[config.mk]
export PLATFORM = sky130hd
export DESIGN_NAME = roman_numeral_encoder
export DESIGN_NICKNAME = d
export VERILOG_FILES = /design/src/rtl/rne_pkg.sv /design/src/rtl/rne_ucode_rom.sv /design/src/rtl/rne_sequencer.sv /design/src/rtl/rne_datapath.sv /design/src/rtl/roman_numeral_encoder.sv
export SDC_FILE = /design/constraint.sdc
export NUM_CORES = 1
export LEC_CHECK = 0
export BUFFER_PORTS_ARGS = -buffer_cell sky130_fd_sc_hd__buf_2
export CAP_MARGIN = 5
export CORE_MARGIN = 5
export CORE_UTILIZATION = 55
export DETAILED_ROUTE_END_ITERATION = 10
export HOLD_SLACK_MARGIN = 0.08
export PLACE_DENSITY = 0.69
export RECOVER_POWER = 50
export SYNTH_ARGS = -nofsm -noshare
export SYNTH_HDL_FRONTEND = slang
export SYNTH_SLANG_ARGS = --single-unit
[constraint.sdc]
create_clock -name clk -period 9.7 [get_ports clk]
set_input_delay 1.94 -clock clk [delete_from_list [all_inputs] [get_ports clk]]
set_output_delay 1.94 -clock clk [all_outputs]
set_load 0.1 [all_outputs]
[src/rtl/rne_pkg.sv]
package rne_pkg;

  localparam int VAL_W = 12;
  localparam int SYM_W = 8;
  localparam int DIG_W = 4;
  localparam int CNT_W = 2;
  localparam int THR_W = 14;
  localparam int SCL_W = 10;

  localparam logic [VAL_W-1:0] MAX_VALID = 12'd3999;

  // ASCII letters of the numeral
  localparam logic [SYM_W-1:0] SYM_M    = 8'h4D;
  localparam logic [SYM_W-1:0] SYM_D    = 8'h44;
  localparam logic [SYM_W-1:0] SYM_C    = 8'h43;
  localparam logic [SYM_W-1:0] SYM_L    = 8'h4C;
  localparam logic [SYM_W-1:0] SYM_X    = 8'h58;
  localparam logic [SYM_W-1:0] SYM_V    = 8'h56;
  localparam logic [SYM_W-1:0] SYM_I    = 8'h49;
  localparam logic [SYM_W-1:0] SYM_NONE = 8'h00;

  // microprogram steps
  typedef enum logic [3:0] {
    ST_IDLE,
    ST_SPLIT,
    ST_REP,
    ST_ONE_FIVE,
    ST_FIVE_END,
    ST_FIVE_REP,
    ST_ONE_TEN,
    ST_TEN_END,
    ST_ERR
  } step_t;

  typedef enum logic [2:0] {
    EM_NONE,
    EM_ONE,
    EM_FIVE,
    EM_TEN,
    EM_ERR
  } emit_t;

  // next-address selection
  typedef enum logic [2:0] {
    JC_START,
    JC_ALWAYS,
    JC_DISPATCH,
    JC_CNTNZ,
    JC_FIN
  } jcond_t;

  typedef enum logic [1:0] {
    DEC_TH,
    DEC_HU,
    DEC_TE,
    DEC_UN
  } decade_t;

  typedef struct packed {
    emit_t  emit;
    logic   split;
    logic   cnt_dec;
    jcond_t jc;
    step_t  target;
  } ctrl_t;

  typedef struct packed {
    logic [DIG_W-1:0] digit;
    logic             cnt_zero;
    logic             rem_zero;
    logic             out_free;
    logic             in_err;
  } stat_t;

  typedef struct packed {
    logic go;
    logic accept;
  } seq_t;

  function automatic logic [SCL_W-1:0] scale(decade_t d);
    logic [SCL_W-1:0] s;
    case (d)
      DEC_TH:  s = 10'd1000;
      DEC_HU:  s = 10'd100;
      DEC_TE:  s = 10'd10;
      default: s = 10'd1;
    endcase
    return s;
  endfunction

  function automatic logic [SYM_W-1:0] letter(decade_t d, emit_t e);
    logic [SYM_W-1:0] one;
    logic [SYM_W-1:0] five;
    logic [SYM_W-1:0] ten;
    logic [SYM_W-1:0] sym;
    case (d)
      DEC_TH: begin
        one = SYM_M; five = SYM_M; ten = SYM_M;
      end
      DEC_HU: begin
        one = SYM_C; five = SYM_D; ten = SYM_M;
      end
      DEC_TE: begin
        one = SYM_X; five = SYM_L; ten = SYM_C;
      end
      default: begin
        one = SYM_I; five = SYM_V; ten = SYM_X;
      end
    endcase
    case (e)
      EM_ONE:  sym = one;
      EM_FIVE: sym = five;
      EM_TEN:  sym = ten;
      default: sym = SYM_NONE;
    endcase
    return sym;
  endfunction

  // entry step of the letter routine for one digit
  function automatic step_t dispatch(logic [DIG_W-1:0] digit);
    step_t s;
    case (digit) inside
      4'd0:         s = ST_SPLIT;
      [4'd1:4'd3]:  s = ST_REP;
      4'd4:         s = ST_ONE_FIVE;
      [4'd5:4'd8]:  s = ST_FIVE_REP;
      4'd9:         s = ST_ONE_TEN;
      default:      s = ST_IDLE;
    endcase
    return s;
  endfunction

endpackage

[src/rtl/rne_ucode_rom.sv]
module rne_ucode_rom (
  input  rne_pkg::step_t step,
  output rne_pkg::ctrl_t ctrl
);

  // control word per step
  always_comb begin
    ctrl = '{emit: rne_pkg::EM_NONE, split: 1'b0, cnt_dec: 1'b0,
             jc: rne_pkg::JC_ALWAYS, target: rne_pkg::ST_IDLE};
    case (step)
      rne_pkg::ST_IDLE: begin
        ctrl.jc = rne_pkg::JC_START;
      end
      rne_pkg::ST_SPLIT: begin
        ctrl.split = 1'b1;
        ctrl.jc    = rne_pkg::JC_DISPATCH;
      end
      rne_pkg::ST_REP: begin
        ctrl.emit    = rne_pkg::EM_ONE;
        ctrl.cnt_dec = 1'b1;
        ctrl.jc      = rne_pkg::JC_CNTNZ;
        ctrl.target  = rne_pkg::ST_REP;
      end
      rne_pkg::ST_ONE_FIVE: begin
        ctrl.emit   = rne_pkg::EM_ONE;
        ctrl.target = rne_pkg::ST_FIVE_END;
      end
      rne_pkg::ST_FIVE_END: begin
        ctrl.emit = rne_pkg::EM_FIVE;
        ctrl.jc   = rne_pkg::JC_FIN;
      end
      rne_pkg::ST_FIVE_REP: begin
        ctrl.emit    = rne_pkg::EM_FIVE;
        ctrl.cnt_dec = 1'b1;
        ctrl.jc      = rne_pkg::JC_CNTNZ;
        ctrl.target  = rne_pkg::ST_REP;
      end
      rne_pkg::ST_ONE_TEN: begin
        ctrl.emit   = rne_pkg::EM_ONE;
        ctrl.target = rne_pkg::ST_TEN_END;
      end
      rne_pkg::ST_TEN_END: begin
        ctrl.emit = rne_pkg::EM_TEN;
        ctrl.jc   = rne_pkg::JC_FIN;
      end
      rne_pkg::ST_ERR: begin
        ctrl.emit = rne_pkg::EM_ERR;
      end
      default: begin
        ctrl.target = rne_pkg::ST_IDLE;
      end
    endcase
  end

endmodule

[src/rtl/rne_sequencer.sv]
module rne_sequencer (
  input  logic           clk,
  input  logic           rst_n,
  input  logic           in_valid,
  input  rne_pkg::ctrl_t ctrl,
  input  rne_pkg::stat_t stat,
  output rne_pkg::step_t step,
  output rne_pkg::seq_t  seq
);

  rne_pkg::step_t upc_r;
  rne_pkg::step_t upc_nxt;
  rne_pkg::step_t finish_tgt;
  logic           go;

  // a step advances once its letter has room and, when idle, an item is offered
  always_comb begin
    go = ((ctrl.emit == rne_pkg::EM_NONE) || stat.out_free) &&
         ((ctrl.jc != rne_pkg::JC_START) || in_valid);
    seq.go     = go;
    seq.accept = (ctrl.jc == rne_pkg::JC_START) && in_valid;
    step       = upc_r;
  end

  // next step address
  always_comb begin
    finish_tgt = stat.rem_zero ? rne_pkg::ST_IDLE : rne_pkg::ST_SPLIT;
    upc_nxt    = upc_r;
    if (go) begin
      case (ctrl.jc)
        rne_pkg::JC_START:    upc_nxt = stat.in_err ? rne_pkg::ST_ERR : rne_pkg::ST_SPLIT;
        rne_pkg::JC_ALWAYS:   upc_nxt = ctrl.target;
        rne_pkg::JC_DISPATCH: upc_nxt = rne_pkg::dispatch(stat.digit);
        rne_pkg::JC_CNTNZ:    upc_nxt = stat.cnt_zero ? finish_tgt : ctrl.target;
        rne_pkg::JC_FIN:      upc_nxt = finish_tgt;
        default:              upc_nxt = rne_pkg::ST_IDLE;
      endcase
    end
  end

  always_ff @(posedge clk) begin
    if (!rst_n) begin
      upc_r <= rne_pkg::ST_IDLE;
    end else begin
      upc_r <= upc_nxt;
    end
  end

endmodule

[src/rtl/rne_datapath.sv]
module rne_datapath (
  input  logic                       clk,
  input  logic                       rst_n,
  input  logic [rne_pkg::VAL_W-1:0]  in_value,
  input  rne_pkg::ctrl_t             ctrl,
  input  rne_pkg::seq_t              seq,
  input  logic                       out_ready,
  output rne_pkg::stat_t             stat,
  output logic                       out_valid,
  output logic [rne_pkg::SYM_W-1:0]  out_symbol,
  output logic                       out_last,
  output logic                       out_error
);

  logic [rne_pkg::VAL_W-1:0] rem_r;
  logic [rne_pkg::VAL_W-1:0] rem_nxt;
  rne_pkg::decade_t          dec_r;
  rne_pkg::decade_t          dec_nxt;
  rne_pkg::decade_t          cur_r;
  rne_pkg::decade_t          cur_nxt;
  logic [rne_pkg::CNT_W-1:0] cnt_r;
  logic [rne_pkg::CNT_W-1:0] cnt_nxt;
  logic                      out_valid_r;
  logic                      out_valid_nxt;
  logic [rne_pkg::SYM_W-1:0] sym_r;
  logic [rne_pkg::SYM_W-1:0] sym_nxt;
  logic                      last_r;
  logic                      last_nxt;
  logic                      err_r;
  logic                      err_nxt;

  logic [rne_pkg::DIG_W-1:0] q;
  logic [rne_pkg::THR_W-1:0] sub;
  logic [rne_pkg::THR_W-1:0] thr;
  logic [rne_pkg::SCL_W-1:0] scale_w;
  logic                      fin;
  logic                      emit_go;

  // digit of the current decade: largest k up to 9 whose multiple of the scale is not above the remainder
  always_comb begin
    scale_w = rne_pkg::scale(dec_r);
    q       = '0;
    sub     = '0;
    thr     = '0;
    for (int k = 1; k <= 9; k++) begin
      thr = rne_pkg::THR_W'(k) * {{(rne_pkg::THR_W - rne_pkg::SCL_W){1'b0}}, scale_w};
      if ({{(rne_pkg::THR_W - rne_pkg::VAL_W){1'b0}}, rem_r} >= thr) begin
        q   = rne_pkg::DIG_W'(k);
        sub = thr;
      end
    end
  end

  // status toward the sequencer
  always_comb begin
    stat.digit    = q;
    stat.cnt_zero = (cnt_r == '0);
    stat.rem_zero = (rem_r == '0);
    stat.out_free = !out_valid_r || out_ready;
    stat.in_err   = (in_value == '0) || (in_value > rne_pkg::MAX_VALID);
  end

  // remainder, decade and repeat count
  always_comb begin
    rem_nxt = rem_r;
    dec_nxt = dec_r;
    cur_nxt = cur_r;
    cnt_nxt = cnt_r;
    if (seq.accept) begin
      rem_nxt = in_value;
      dec_nxt = rne_pkg::DEC_TH;
    end else if (seq.go && ctrl.split) begin
      rem_nxt = rem_r - sub[rne_pkg::VAL_W-1:0];
      dec_nxt = rne_pkg::decade_t'(dec_r + 2'd1);
      cur_nxt = dec_r;
      cnt_nxt = (q >= 4'd5) ? rne_pkg::CNT_W'(q - 4'd5) : rne_pkg::CNT_W'(q - 4'd1);
    end else if (seq.go && ctrl.cnt_dec) begin
      cnt_nxt = cnt_r - 1'b1;
    end
  end

  // output register: load a letter on an emitting step, drop it on transfer
  always_comb begin
    fin     = (ctrl.jc == rne_pkg::JC_FIN) ||
              ((ctrl.jc == rne_pkg::JC_CNTNZ) && (cnt_r == '0));
    emit_go = seq.go && (ctrl.emit != rne_pkg::EM_NONE);
    out_valid_nxt = out_valid_r;
    sym_nxt       = sym_r;
    last_nxt      = last_r;
    err_nxt       = err_r;
    if (emit_go) begin
      out_valid_nxt = 1'b1;
      sym_nxt       = rne_pkg::letter(cur_r, ctrl.emit);
      err_nxt       = (ctrl.emit == rne_pkg::EM_ERR);
      last_nxt      = (ctrl.emit == rne_pkg::EM_ERR) || (fin && (rem_r == '0));
    end else if (out_ready) begin
      out_valid_nxt = 1'b0;
    end
  end

  always_ff @(posedge clk) begin
    if (!rst_n) begin
      out_valid_r <= 1'b0;
    end else begin
      out_valid_r <= out_valid_nxt;
    end
  end

  always_ff @(posedge clk) begin
    rem_r  <= rem_nxt;
    dec_r  <= dec_nxt;
    cur_r  <= cur_nxt;
    cnt_r  <= cnt_nxt;
    sym_r  <= sym_nxt;
    last_r <= last_nxt;
    err_r  <= err_nxt;
  end

  assign out_valid  = out_valid_r;
  assign out_symbol = sym_r;
  assign out_last   = last_r;
  assign out_error  = err_r;

endmodule

[src/rtl/roman_numeral_encoder.sv]
// Channel   Direction  Handshake            Payload
// in_       input      in_valid / in_ready  in_value[11:0]
// out_      output     out_valid/out_ready  out_symbol[7:0], out_last, out_error
//
// The waiting step takes the value, then each decade from the thousands down costs one
// split step plus one step per letter; decades below the last letter are skipped. An
// error value takes a single error step that emits one letter flagged last and error.
// The step counter of the microprogram holds on an emitting step while the output
// register is full and not taken. Reset is synchronous: it returns the step counter to
// idle and empties the output register.
module roman_numeral_encoder (
  input  logic                      clk,
  input  logic                      rst_n,
  input  logic                      in_valid,
  output logic                      in_ready,
  input  logic [rne_pkg::VAL_W-1:0] in_value,
  output logic                      out_valid,
  input  logic                      out_ready,
  output logic [rne_pkg::SYM_W-1:0] out_symbol,
  output logic                      out_last,
  output logic                      out_error
);

  rne_pkg::step_t step;
  rne_pkg::ctrl_t ctrl;
  rne_pkg::stat_t stat;
  rne_pkg::seq_t  seq;

  rne_ucode_rom u_rom (
    .step (step),
    .ctrl (ctrl)
  );

  rne_sequencer u_seq (
    .clk      (clk),
    .rst_n    (rst_n),
    .in_valid (in_valid),
    .ctrl     (ctrl),
    .stat     (stat),
    .step     (step),
    .seq      (seq)
  );

  rne_datapath u_dp (
    .clk        (clk),
    .rst_n      (rst_n),
    .in_value   (in_value),
    .ctrl       (ctrl),
    .seq        (seq),
    .out_ready  (out_ready),
    .stat       (stat),
    .out_valid  (out_valid),
    .out_symbol (out_symbol),
    .out_last   (out_last),
    .out_error  (out_error)
  );

  // take an item only on the waiting step of the program
  assign in_ready = (ctrl.jc == rne_pkg::JC_START);

endmodule

# Word-level counts from Yosys, hierarchy flattened
# Cells that the tools add are included.
# totals
register_bits	33
n_memories	0
out_inout_bits	12
latchBits	0
romBits	0
wordCells	137
ram_bits	0
inputBits	16
# op_classes
bitwise_logic	1
n_addsub	5
n_eq_ne	22
n_mux	44
n_lt_le_gt_ge	14
n_reduce_logical	37
shifts	0
div	0
n_mul	5
# op_table
cell	n
$mux W12	9
$ge A12 B13 Y1	4
$mux W4	8
$pmux W10 S3	1
$pmux W5 S3	2
$mul A3 B10 Y13 const A	2
$ge A12 B12 Y1	2
$logic_not A12 Y1	2
$mul A2 B10 Y12 const A	2
$pmux W3 S4	2
$pmux W7 S3	1
$eq A4 B3 Y1 const B	5
$pmux W4 S5	1
$mux W3	5
$ge A12 B14 Y1	1
$mul A4 B10 Y14 const A	1
$eq A3 B2 Y1 const B	4
$ge A12 B10 Y1	1
$ge A12 B11 Y1	1
$gt A12 B12 Y1 const B	1
$sub A12 B12 Y12	1
$mux W11	1
$mux W10	1
$mux W2	5
28 further kinds	65

# Logic depth before layout (Yosys ltp)
# depth
depth_word	19
depth_mapped	27
ltp_nobuf	25

# By module
# A second synthesis with hierarchy kept.
# unflattened
hier_cells	676
hier_area_um2	5296.3
# by_module_without_submodules
module	n_inst	seq_area_each_um2	cells_each	area_per_inst_um2
rne_datapath	1	780.7	606	4779.6
rne_sequencer	1	80.1	47	360.3
rne_ucode_rom	1	0.0	22	146.4
roman_numeral_encoder	1	0.0	1	10.0

# Worst setup path before layout
# No wires, ideal clock.
# synth_timing
path_type	flip-flop to flip-flop
startpoint	register u_dp.dec_r[1]
endpoint	register u_dp.rem_r[11] in the netlist's numbering (data pin)
setup_time_ns	0.158
required_ns	9.542
synth_period_minus_slack_ns	6.000
setup_slack_ns	3.700
path_stages_with_launch	25
t_arrival_ns	5.842
n_path_buf	2
path_cell_list	dfxtp_1 -> inv_1 -> ha_1 -> clkbuf_1 -> nor2_1 -> a31oi_1 -> ha_1 -> a21o_1 -> a21o_1 -> o221a_1 -> or3_1 -> buf_6 -> a211oi_1 -> a31oi_1 -> a21o_1 -> a221oi_1 -> ha_1 -> nor2b_1 -> o31ai_1 -> a21oi_1 -> a31oi_1 -> a21oi_1 -> xnor2_1 -> a2111o_1 -> o211ai_1
# synth_between
elab_chain_len	15
elab_cells_between_ends	30
cone_classes	add/sub: 1; mul: 5; order compare: 9; eq/ne: 2; mux: 12; reduce/logical: 1
# synth_rtl
item	line_no	text
from (decl)	rne_datapath.sv:17	rne_pkg::decade_t dec_r;
from (signal assigned)	rne_datapath.sv:111	dec_r <= dec_nxt;
$eq A2 B2 Y1 (tied with other cells)	rne_pkg.sv:82	case (d)
$pmux W10 S3 (*)	rne_pkg.sv:82	
parallel branches: the longest is 9 deep, another holds $mul A2 B10 Y12	n/a	
$mux W12 (*)	rne_datapath.sv:47	if ({{(rne_pkg::THR_W - rne_pkg::VAL_W){1'b0}}, rem_r} >= thr) begin
$sub A12 B12 Y12 (*)	rne_datapath.sv:73	rem_nxt = rem_r - sub[rne_pkg::VAL_W-1:0];
$mux W12 (*)	rne_datapath.sv:72	end else if (seq.go && ctrl.split) begin
$mux W12 (*)	rne_datapath.sv:69	if (seq.accept) begin
named net u_dp.rem_nxt, one bit	rne_datapath.sv:16	logic [rne_pkg::VAL_W-1:0] rem_nxt;
to (signal assigned)	rne_datapath.sv:110	rem_r <= rem_nxt;
to (decl)	rne_datapath.sv:15	logic [rne_pkg::VAL_W-1:0] rem_r;
# Mark *: on every way through the listed nets, which the timed path passes. The select of a mux whose other input is x is not followed.
# A chain may end at the register's enable or synchronous reset.

# Final worst setup path
# layout_timing
startpoint	register u_dp.dec_r[1]
endpoint	register u_dp.rem_r[10] in the netlist's numbering (data pin)
# The elaborated chain is that of the path after synthesis.

==> results.sh <==
export IMPL_avgViaCountPerCell=6.97
export IMPL_synth_seq_cells=31
export IMPL_yosysTopAreaCellShare_pct=20.7
export IMPL_final_common_cell="ha_1"
export IMPL_dp_cells=728
export IMPL_slowest_delay_ns=0.83
export IMPL_crit_family="compound AO/OA/AOI/OAI gates"
export IMPL_path_buf_inv=3
export IMPL_overflow=0
export IMPL_cpMaxStageDelayCell="dfxtp_1"
export IMPL_postRouteAntennaNets=0
export IMPL_die_x_um=104
export IMPL_worstPathRequired_ns=9.73
export IMPL_startpoint_type="register"
export IMPL_drt_iter0_markers=476
export IMPL_crit_type="reg -> reg"
export IMPL_grtUsageTotal_pct=29.2
export IMPL_drive_gt1_share_pct=6.69
export IMPL_antenna_found_initial=0
export IMPL_synth_area_per_cell_um2=7.95
export IMPL_dieArea_um2=10900
export IMPL_slew_headroom_pct=22.2
export IMPL_synth_main_ff_cell="edfxtp_1"
export IMPL_register_area_um2=861
export IMPL_placed_area_um2=5060
export IMPL_hold_viol=0
export IMPL_cts_htree_levels=2
export IMPL_rsz0062_at_grt="false"
export IMPL_cts_tree="built"
export IMPL_areaGrowthSynthToFinish_pct=4.54
export IMPL_post_route_drc_count=0
export IMPL_critical_path_most_common_cell="a21oi_1"
export IMPL_worstMarginPinSlew_ns=1.17
export IMPL_cts_sinks=31
export IMPL_clock_tree_root_cell="clkbuf_8"
export IMPL_multi_input_area_um2=3810
export IMPL_final_cells=736
export IMPL_hpwl_mm=12.5
export IMPL_core_um2=8720
export IMPL_fin_crit_ns=7.50
export IMPL_fin_tns_setup_ns=0
export IMPL_vias=5127
export IMPL_end_kind="register"
export IMPL_cp_max_fo=19
export IMPL_cts_reportedPaths_clkPinSlew_ns=0.07
export IMPL_gp_congestion=0.985
export IMPL_nets=726
export IMPL_cts_inserted_buffers=5
export IMPL_rows=34
export IMPL_drt_wirelength_per_cell_um=22.2
export IMPL_netlist_area_um2=4900
export IMPL_final_area_um2=5130
export IMPL_clockBufferDepth=2
export IMPL_grt_max_degree=20
export IMPL_status="complete, no violations"
export IMPL_clk_latency_ns=0.29
export IMPL_drv_cap=0
export IMPL_finalMaxSlewViolations=0
export IMPL_grt_pass1_wl_mm=26.1
export IMPL_cts_setup_buffers=0
export IMPL_portBuffers=25
export IMPL_reg2reg_from="u_dp.dec_r[1]"
export IMPL_ios=28
export IMPL_hp_class="reg -> reg"
export IMPL_async_reset_ff_share_pct=0
export IMPL_grt_pass1_vias=4848
export IMPL_synth_area_leaders="ha_1 21%, edfxtp_1 15%, a21oi_1 5.2%"
export IMPL_hp_start="u_dp.dec_r[0]"
export IMPL_dr_pass1_iters=6
export IMPL_die_h_um=104
export IMPL_synth_cell_types=84
export IMPL_start_util_pct=56.2
export IMPL_fillerInstances=826
export IMPL_yosysTopAreaCell="ha_1"
export IMPL_min_period_over_period_pct=77.3
export IMPL_cts_repair_resized=0
export IMPL_routed_wl_mm=16.3
export IMPL_ys_seq_area_share_pct=17.6
export IMPL_ctsHoldBuffers=0
export IMPL_antenna_cells=0
export IMPL_max_freq_mhz=133
export IMPL_mostFrequentLayoutCells="81 x ha_1, 53 x nand2_1, 52 x nor2_1"
export IMPL_synthCells=617
export IMPL_synth_edf_count=24
export IMPL_cp_startpoint="u_dp.dec_r[1]"
export IMPL_yosysWarnings=0
export IMPL_crit_arrival_ns=7.53
export IMPL_setup_viol_count_final=0
export IMPL_fin_skew_ns=0.00872
path summary, 6_finish.rpt:
path | endpoint | slack [ns] | cells past startpoint
max | u_dp.rem_r[10] | 2.20 | 26
min | u_dp.cur_r[0] | 0.56 | 0
max reg2reg | u_dp.rem_r[10] | 2.20 | 26
min reg2reg | u_dp.cur_r[0] | 0.56 | 0
metal layers:
metal  GRT usage (%)  wire, um
met2            48.0      7620
met5               0         0
met4            10.7       563
met3            3.17      1110
met1            39.4      7050
cells by family after synthesis:
| group | after synthesis | synth area share (%) |
|---|---|---|
| buf+inv | 54 | 4.90 |
| fa+ha+maj | 83 | 21.5 |
| simple gates | 221 | 23.1 |
| mux | 3 | 0.612 |
| other cells | 1 | 0.0765 |
| flops | 31 | 17.6 |
| xor+xnor | 15 | 2.68 |
| compound gates | 209 | 29.5 |
through the flow:
step                hold slack (ns)  utilization [%]  setup slack [ns]
floorplan                     0.520                -              3.70
global placement              0.565             58.0              2.60
detailed placement            0.560             58.0              2.35
CTS                           0.566             58.9              2.36
global route                  0.582             58.8              1.59
finish                        0.562             58.8              2.20
cells in the mapped netlist, drive strengths merged, types with 4 or more instances:
cell type,count
ha,81
nand2,53
nor2,53
a21oi,51
o21ai,40
inv,26
edfxtp,24
nor3,24
nand3,20
clkbuf,17
a31oi,16
a21o,13
nor4,12
buf,10
nor2b,10
xnor2,10
nand4,9
o211ai,9
or3,8
dfxtp,7
o21a,6
a2111oi,5
a211oi,5
a221oi,5
and2,5
and3,5
o21bai,5
o311ai,5
or2,5
xor2,5
a31o,4
nand2b,4
o31ai,4
state kept, by name, summed over array words and instances (netlist names):
signal,cells
u_dp.cnt_r,2
u_dp.cur_r,2
u_dp.dec_r,2
u_dp.out_error,1
u_dp.out_last,1
u_dp.out_symbol,6
u_dp.out_valid,1
u_dp.rem_r,12
u_seq.step,4
final cells by class:
type                       count  area share [%]
sequential                    31            16.8
inverter                      27            1.98
tap                          108            2.64
clock inverter                 2           0.146
timing repair buffer          29            2.78
clock buffer                   6            1.42
multi-input combinational    533            74.2
Power is left out: the tool's default activity adds up to more than one toggle a clock period on the data nets, which glitch-free logic cannot reach.
